### src/hdl/distinct_value_set_table_defines.svh
`ifndef DISTINCT_VALUE_SET_TABLE_DEFINES_SVH
`define DISTINCT_VALUE_SET_TABLE_DEFINES_SVH

// same-cycle check, disabled while reset is asserted
`define DVST_ASSERT_NOW(label, ante, cons, msg) \
  label: assert property (@(posedge clk) disable iff (!rst_n) (ante) |-> (cons)) \
    else $error(msg);

// next-cycle check, disabled while reset is asserted
`define DVST_ASSERT_NEXT(label, ante, cons, msg) \
  label: assert property (@(posedge clk) disable iff (!rst_n) (ante) |=> (cons)) \
    else $error(msg);

`endif

### src/hdl/dvst_pkg.sv
`timescale 1ns / 1ps

package dvst_pkg;

  localparam int DEF_CAPACITY = 16;
  localparam int VALUE_W      = 32;
  localparam int OP_W         = 2;
  localparam int STATUS_W     = 2;
  localparam int COUNT_OUT_W  = 5;

  typedef enum logic [OP_W-1:0] {
    OP_INSERT  = 2'd0,
    OP_REMOVE  = 2'd1,
    OP_QUERY   = 2'd2,
    OP_REPLACE = 2'd3
  } op_t;

  typedef enum logic [STATUS_W-1:0] {
    ST_OK        = 2'd0,
    ST_NOT_FOUND = 2'd1,
    ST_DUPLICATE = 2'd2,
    ST_FULL      = 2'd3
  } status_t;

  // request operands broadcast to every cell
  typedef struct packed {
    logic signed [VALUE_W-1:0] value;
    logic signed [VALUE_W-1:0] new_value;
  } req_t;

  // partial scan result passed from cell to cell
  typedef struct packed {
    logic hit;   // some earlier cell holds value
    logic nhit;  // some earlier cell holds new_value
    logic free;  // some earlier cell is empty
  } carry_t;

  // update command broadcast to every cell
  typedef struct packed {
    logic ins;   // write value into the lowest empty cell
    logic rem;   // invalidate the cell holding value
    logic rep;   // overwrite the cell holding value with new_value
  } cmd_t;

endpackage

### src/hdl/dvst_cell.sv
`timescale 1ns / 1ps

module dvst_cell (
  input  logic             clk,
  input  logic             rst_n,
  input  dvst_pkg::req_t   req,
  input  dvst_pkg::cmd_t   cmd,
  input  dvst_pkg::carry_t carry_in,
  output dvst_pkg::carry_t carry_out
);
  import dvst_pkg::*;

  logic signed [VALUE_W-1:0] value_r;
  logic                      valid_r;
  logic                      valid_nxt;
  carry_t                    carry_r;
  carry_t                    carry_nxt;
  logic                      hit;
  logic                      nhit;
  logic                      first_free;

  // local compares against the broadcast request
  assign hit        = valid_r && (value_r == req.value);
  assign nhit       = valid_r && (value_r == req.new_value);
  assign first_free = !valid_r && !carry_in.free;

  // merge own flags into the running scan result
  always_comb begin
    carry_nxt.hit  = carry_in.hit  | hit;
    carry_nxt.nhit = carry_in.nhit | nhit;
    carry_nxt.free = carry_in.free | !valid_r;
  end

  // valid bit update
  always_comb begin
    valid_nxt = valid_r;
    if (cmd.ins && first_free) begin
      valid_nxt = 1'b1;
    end
    if (cmd.rem && hit) begin
      valid_nxt = 1'b0;
    end
  end

  always_ff @(posedge clk) begin
    if (!rst_n) begin
      valid_r <= 1'b0;
    end else begin
      valid_r <= valid_nxt;
    end
  end

  // slot value and scan stage
  always_ff @(posedge clk) begin
    carry_r <= carry_nxt;
    if (cmd.ins && first_free) begin
      value_r <= req.value;
    end else if (cmd.rep && hit) begin
      value_r <= req.new_value;
    end
  end

  assign carry_out = carry_r;

endmodule

### src/hdl/dvst_ctrl.sv
`timescale 1ns / 1ps
`include "distinct_value_set_table_defines.svh"

module dvst_ctrl #(
  parameter int CAPACITY = dvst_pkg::DEF_CAPACITY
) (
  input  logic                                 clk,
  input  logic                                 rst_n,
  input  logic                                 in_tvalid,
  output logic                                 in_tready,
  input  dvst_pkg::op_t                        in_op,
  input  logic signed [dvst_pkg::VALUE_W-1:0]  in_value,
  input  logic signed [dvst_pkg::VALUE_W-1:0]  in_new_value,
  input  dvst_pkg::carry_t                     tot,
  output dvst_pkg::req_t                       req,
  output dvst_pkg::cmd_t                       cmd,
  output logic                                 out_tvalid,
  input  logic                                 out_tready,
  output dvst_pkg::status_t                    out_status,
  output logic                                 out_found,
  output logic [dvst_pkg::COUNT_OUT_W-1:0]     out_count
);
  import dvst_pkg::*;

  localparam int CNT_W = $clog2(CAPACITY + 1);

  typedef enum logic [1:0] {
    S_IDLE,
    S_SCAN,
    S_APPLY
  } state_t;

  state_t          state_r, state_nxt;
  logic [CNT_W-1:0] scan_r, scan_nxt;
  logic [CNT_W-1:0] cnt_r, cnt_nxt;
  op_t             op_r, op_nxt;
  req_t            req_r, req_nxt;
  logic            out_valid_r, out_valid_nxt;
  status_t         status_r, status_nxt;
  logic            found_r, found_nxt;
  logic [COUNT_OUT_W-1:0] count_r, count_nxt;
  logic            in_fire;
  logic            apply_fire;
  status_t         status_c;
  cmd_t            cmd_c;

  assign in_tready  = (state_r == S_IDLE);
  assign in_fire    = in_tvalid && in_tready;
  assign apply_fire = (state_r == S_APPLY) && (!out_valid_r || out_tready);

  // decide the outcome from the completed scan
  always_comb begin
    status_c = ST_OK;
    cmd_c    = '0;
    case (op_r)
      OP_INSERT: begin
        if (tot.hit) begin
          status_c = ST_DUPLICATE;
        end else if (!tot.free) begin
          status_c = ST_FULL;
        end else begin
          cmd_c.ins = 1'b1;
        end
      end
      OP_REMOVE: begin
        if (!tot.hit) begin
          status_c = ST_NOT_FOUND;
        end else begin
          cmd_c.rem = 1'b1;
        end
      end
      OP_QUERY: begin
        status_c = ST_OK;
      end
      OP_REPLACE: begin
        if (!tot.hit) begin
          status_c = ST_NOT_FOUND;
        end else if (tot.nhit) begin
          status_c = ST_DUPLICATE;
        end else begin
          cmd_c.rep = 1'b1;
        end
      end
      default: begin
        status_c = ST_OK;
      end
    endcase
  end

  assign cmd = apply_fire ? cmd_c : '0;
  assign req = req_r;

  // next-state and registered outputs
  always_comb begin
    state_nxt     = state_r;
    scan_nxt      = scan_r;
    cnt_nxt       = cnt_r;
    op_nxt        = op_r;
    req_nxt       = req_r;
    out_valid_nxt = out_valid_r;
    status_nxt    = status_r;
    found_nxt     = found_r;
    count_nxt     = count_r;
    if (out_valid_r && out_tready) begin
      out_valid_nxt = 1'b0;
    end
    case (state_r)
      S_IDLE: begin
        if (in_fire) begin
          op_nxt            = in_op;
          req_nxt.value     = in_value;
          req_nxt.new_value = in_new_value;
          scan_nxt          = '0;
          state_nxt         = S_SCAN;
        end
      end
      S_SCAN: begin
        if (scan_r == CNT_W'(CAPACITY - 1)) begin
          state_nxt = S_APPLY;
        end else begin
          scan_nxt = scan_r + CNT_W'(1);
        end
      end
      S_APPLY: begin
        if (apply_fire) begin
          if (cmd_c.ins) begin
            cnt_nxt = cnt_r + CNT_W'(1);
          end else if (cmd_c.rem) begin
            cnt_nxt = cnt_r - CNT_W'(1);
          end
          out_valid_nxt = 1'b1;
          status_nxt    = status_c;
          found_nxt     = tot.hit;
          count_nxt     = COUNT_OUT_W'(cnt_nxt);
          state_nxt     = S_IDLE;
        end
      end
      default: begin
        state_nxt = S_IDLE;
      end
    endcase
  end

  always_ff @(posedge clk) begin
    if (!rst_n) begin
      state_r     <= S_IDLE;
      scan_r      <= '0;
      cnt_r       <= '0;
      out_valid_r <= 1'b0;
    end else begin
      state_r     <= state_nxt;
      scan_r      <= scan_nxt;
      cnt_r       <= cnt_nxt;
      out_valid_r <= out_valid_nxt;
    end
    op_r     <= op_nxt;
    req_r    <= req_nxt;
    status_r <= status_nxt;
    found_r  <= found_nxt;
    count_r  <= count_nxt;
  end

  assign out_tvalid = out_valid_r;
  assign out_status = status_r;
  assign out_found  = found_r;
  assign out_count  = count_r;

  // checks
  `DVST_ASSERT_NOW(a_cnt_bound, 1'b1, cnt_r <= CNT_W'(CAPACITY), "count above capacity")
  `DVST_ASSERT_NOW(a_apply_room, apply_fire, !out_valid_r || out_tready, "result overwritten")
  `DVST_ASSERT_NEXT(a_ins_count, apply_fire && cmd_c.ins, cnt_r == $past(cnt_r) + CNT_W'(1), "insert did not count")
  `DVST_ASSERT_NOW(a_busy_block, state_r != S_IDLE, !in_tready, "item taken while busy")

endmodule

### src/hdl/distinct_value_set_table.sv
`timescale 1ns / 1ps
// channel   direction  tdata                              tuser
// in_       slave      [31:0] value, [63:32] new_value    [1:0] op
// out_      master     [0] found, [5:1] count             [1:0] status
//
// each item passes through accept, then a scan that ripples through the chain
// of slot cells, then an update
// synchronous active-low reset empties every slot and clears the count
// a stalled result holds back the update; the next item is taken as soon
// as the result sits in the output register

module distinct_value_set_table #(
  parameter int CAPACITY = dvst_pkg::DEF_CAPACITY
) (
  input  logic        clk,
  input  logic        rst_n,
  input  logic        in_tvalid,
  output logic        in_tready,
  input  logic [63:0] in_tdata,   // value, new_value
  input  logic [1:0]  in_tuser,   // op
  output logic        out_tvalid,
  input  logic        out_tready,
  output logic [7:0]  out_tdata,  // found, count, zero fill
  output logic [1:0]  out_tuser   // status
);
  import dvst_pkg::*;

  req_t   req;
  cmd_t   cmd;
  carry_t chain [CAPACITY+1];
  status_t out_status;
  logic    out_found;
  logic [COUNT_OUT_W-1:0] out_count;

  assign chain[0] = '0;

  // slot cells, scan flows from cell 0 upward
  for (genvar i = 0; i < CAPACITY; i++) begin : g_cell
    dvst_cell u_cell (
      .clk       (clk),
      .rst_n     (rst_n),
      .req       (req),
      .cmd       (cmd),
      .carry_in  (chain[i]),
      .carry_out (chain[i+1])
    );
  end

  dvst_ctrl #(
    .CAPACITY (CAPACITY)
  ) u_ctrl (
    .clk          (clk),
    .rst_n        (rst_n),
    .in_tvalid    (in_tvalid),
    .in_tready    (in_tready),
    .in_op        (op_t'(in_tuser)),
    .in_value     (in_tdata[31:0]),
    .in_new_value (in_tdata[63:32]),
    .tot          (chain[CAPACITY]),
    .req          (req),
    .cmd          (cmd),
    .out_tvalid   (out_tvalid),
    .out_tready   (out_tready),
    .out_status   (out_status),
    .out_found    (out_found),
    .out_count    (out_count)
  );

  // pack the result item
  assign out_tdata = {2'b00, out_count, out_found};
  assign out_tuser = out_status;

endmodule
### config.mk
export PLATFORM = sky130hd
export DESIGN_NAME = distinct_value_set_table
export DESIGN_NICKNAME = d
export VERILOG_FILES = /design/src/hdl/dvst_pkg.sv /design/src/hdl/dvst_cell.sv /design/src/hdl/dvst_ctrl.sv /design/src/hdl/distinct_value_set_table.sv
export VERILOG_INCLUDE_DIRS = /design/src /design/src/hdl
export SDC_FILE = /design/constraint.sdc
export NUM_CORES = 2
export LEC_CHECK = 0
export BUFFER_PORTS_ARGS = -buffer_cell sky130_fd_sc_hd__buf_2
export CAP_MARGIN = 20
export CORE_UTILIZATION = 45
export DETAILED_ROUTE_END_ITERATION = 8
export GPL_TIMING_DRIVEN = 0
export PLACE_DENSITY = 0.66
export SETUP_SLACK_MARGIN = 0.3
export SLEW_MARGIN = 30
export SYNTH_ARGS = -nofsm -noshare
export SYNTH_HDL_FRONTEND = slang
export SYNTH_HIERARCHICAL = 1
export SYNTH_SLANG_ARGS = --single-unit
export TNS_END_PERCENT = 30
### constraint.sdc
create_clock -name clk -period 4.3 [get_ports clk]
set_input_delay 0.215 -clock clk [delete_from_list [all_inputs] [get_ports clk]]
set_output_delay 0.215 -clock clk [all_outputs]
set_load 0.1 [all_outputs]
==> impl_results.md <==
- Outcome: finished clean
- Number of global-route vias before repair: 26800
- Max-cap violations: 0
- Crit path capture type: flop
- Required time worst endpoint: 4.54 ns
- Standard cell with the maximum stage delay on the critical path: edfxtp_1
- Sw frac: 25.3%
- Number of CTS-inserted buffers: 75
- Max Root-Sink Buffers: 3
- Relative contribution of sequential cells to total power: 46.7%
- Routed WL per cell: 28.1 um
- Area of all sequential standard cells: 19100 um^2
- Crit-path cells: buf_6 > buf_6 > xor2_1 > nor4_1 > nand4_1 > nor3_2 > a21o_2
- Mean Syn Cell Area: 13.3 um^2
- Largest net degree at the start of global routing: 53
- Final setup violation count: 0
- Detail Route Antenna Nets: 0
- IR drop worst, VDD: 412 uV
- Most area-hungry cell type in the Yosys netlist: edfxtp_1
- Setup skew after layout: 0.0473 ns
- Number of enable-type register cells in the synthesized netlist: 586
- Gr usage total: 29.1%
- RePlAce Congestion: 0.875
- Final-report hold violation count: 0
- Insertion delay of the later-clocked pin in the worst-skew pair: 0.65 ns
- Sequential element share of the synthesized area: 50.2%
- Area delta synth->final: 20.4%
- Combined area of the multi-input logic cells: 18500 um^2
- Top_reg_cell synth: edfxtp_1
- Crit path largest cell delay: 0.72 ns
- DIE AREA: 85800 um^2
- Cell with the most instances after synthesis: xor2_1
- Proportion of register bits with asynchronous set or reset after synthesis: 0%
- Port bufs: 79
- Ports placed on the boundary: 82
- Most area-consuming cells after synthesis: edfxtp_1, xor2_1, mux2_2
- CTS H-tree lvls: 3
- Remaining global-route overflow: 0
- Ratio of total power to cell area: 338 nW/um^2
- Setup Fix Bufs, Post-CTS: 0
- Final Util: 54.8%
- Antenna violations before repair: 2
- Start-to-end type of the worst setup path: reg -> reg
- Final nets: 3374
- Fraction of the cycle the final worst path needs: 80.4%
- Most common cell type on the critical path: buf_6
- Worst-path maximum fanout: 32
- Peak Freq: 289 MHz
- Worst Tran Pin Value: 0.874 ns
- Via count normalized by instance count: 5.91
- Standard-cell row count: 106
- Count of unique library cells instantiated by Yosys: 48
- CTS tree: built
- Hold Crit Class: in -> reg
- Setup total negative slack: 0 ns
- Count of synthesis-stage warnings from yosys: 6
- First-pass GRT wire length: 182000 um
- Min Hold Slack: 0.107 ns
- Fraction of post-synthesis cell area in the top cell type by area: 46.2%
- Minimum setup slack among reg-to-reg paths: 0.84 ns
- Slew margin rel.: 41.7%
- Post-synthesis instance area: 38100 um^2
- Clock-pin slew reported for the worst setup and hold paths after clock tree synthesis: 0.06 ns
- Total number of vias: 26600
- Data arrival time of the critical path: 3.70 ns
- Internal power contribution: 11600 uW
- Cell count after synthesis: 2863
- Power after layout: 15500 uW
- Total detailed-routing wirelength: 126000 um
- Detailed Route Iter0 Violations: 2657
- Detailed placer's ending HPWL: 94400 um
- Fin crit period: 3.46 ns
- First-pass iteration count of the detailed router: 5
- Leak: 0.0165 uW
- Bufs and invs on worst path: 2
- CTS Root Cell: clkbuf_16
- TritonCTS sink count: 663
- DRC violations left: 0
- Combinational group share of total power: 11.7%
- Max-slew violation count: 0
- Worst path top cell family by delay: simple AND/OR/NAND/NOR gates
- Clk network pwr share: 41.6%
- P_sw: 3930 uW
- Startpoint type of the worst setup path: flop
- Vert. Die Dim: 293 um
- Most frequent cells after synthesis: xor2_1, edfxtp_1, mux2_2, nor4_1, dfxtp_1
- Register bit total from synthesis: 663
- Initial Utilization: 45.5%
- Die X-Extent: 293 um
- Number of gates resized after CTS: 0
- Number of buffers added to fix hold violations after cts: 67
- Fraction of final layout cells sized beyond drive strength 1: 30.9%
- Core outline area: 83700 um^2
- RSZ-0062 raised after global routing: false
- Fill cell instance count of the final layout: 6825
[sequential cells by signal, summed over array words and instances (netlist names), 5 cells and up]
register / cells
g_cell.u_cell/carry_out: 48
g_cell.u_cell/value_r: 512
g_cell.u_cell/valid_r: 16
u_ctrl/out_count: 5
u_ctrl/cnt_r: 5
u_ctrl/scan_r: 5
u_ctrl/req: 64
[through the flow]
step                setup slack [ns]  std cells  area [um^2]
finish                         0.844       4497        45900
global route                   0.729       4495        45900
CTS                            0.898       4495        45900
detailed placement             0.925       4290        42700
global placement               -1.79       4081        39900
floorplan                      0.382       2868        38100
[final cells by class]
type	count	area share, %
diodes	2	0.0109
clock buffers	104	4.46
well taps	1134	3.09
multi-input cells	2130	40.4
clock inverters	34	0.870
repair buffers	355	8.39
plain buffers	71	1.06
inverters	4	0.0327
flip-flops and latches	663	41.7
[routing by layer]
layer | up-vias | track usage, % | routed length [um]
li1 | 11400 | - | -
met1 | 13400 | 39.9 | 51500
met2 | 1427 | 45.3 | 56900
met3 | 348 | 4.65 | 11500
met4 | 0 | 13.5 | 6280
met5 | - | 0 | 0
[logic make-up (layout without fill, tap and decap cells)]
kind of cell	Yosys count	after routing	synth area share, %
xor gates and xnor gates	1031	1031	23.7
DFF	663	663	50.2
muxes	514	514	15.2
and+or+nand+nor	489	489	7.81
AOI/OAI and AO/OA	86	86	1.58
buffers and inverters	75	568	1.32
adders and majority gates	4	4	0.131
other	1	8	0.00985
[cell usage in the layout, fill, tap and decap left out, types with 8 or more instances in the layout]
| cell type | count |
|---|---|
| edfxtp_1 | 586 |
| xnor2_1 | 35 |
| o21ai_0 | 16 |
| nor2b_1 | 36 |
| xor2_1 | 996 |
| nor3_2 | 17 |
| nor3_1 | 33 |
| buf_4 | 57 |
| or2_2 | 16 |
| nand4_1 | 36 |
| buf_8 | 90 |
| dfxtp_1 | 77 |
| a41o_1 | 16 |
| buf_2 | 99 |
| nand3_1 | 51 |
| nand2_1 | 9 |
| buf_16 | 8 |
| dlygate4sd3_1 | 67 |
| nand2b_1 | 25 |
| clkbuf_16 | 75 |
| clkbuf_1 | 24 |
| a21oi_1 | 26 |
| buf_6 | 103 |
| nor4_1 | 224 |
| nor2_1 | 26 |
| clkinv_2 | 12 |
| a21o_2 | 16 |
| mux2_2 | 512 |
[worst reg2reg max path: cells and delay by family (launching register included)]
kind	cells	cell delay, ns
AO/OA/AOI/OAI	1	0.72
XOR/XNOR	1	0.09
buffers and inverters	2	0.51
flip-flops	1	0.72
AND/OR/NAND/NOR	3	1.00
[path summary, 6_finish.rpt]
check,start,endpoint,cells past startpoint
setup / recovery,u_ctrl/req[40],g_cell[10].u_cell/value_r[5],7
hold / removal,in_tvalid,u_ctrl/state_r[0],4
setup reg to reg,u_ctrl/req[40],g_cell[10].u_cell/value_r[5],7
hold reg to reg,g_cell[8].u_cell/carry_out[2],g_cell[9].u_cell/carry_out[2],1
[power by group through the flow]
stage | Clock [uW] | Combinational (uW) | Sequential [uW]
2_1_floorplan | 0 | 678 | 7500
3_3_place_gp | 0 | 840 | 7950
3_5_place_dp | 0 | 1710 | 7370
4_1_cts | 6540 | 1760 | 7240
5_1_grt | 6780 | 1870 | 7240
6_report | 6460 | 1810 | 7250
Note: power is estimated with default switching activity, not from simulation.
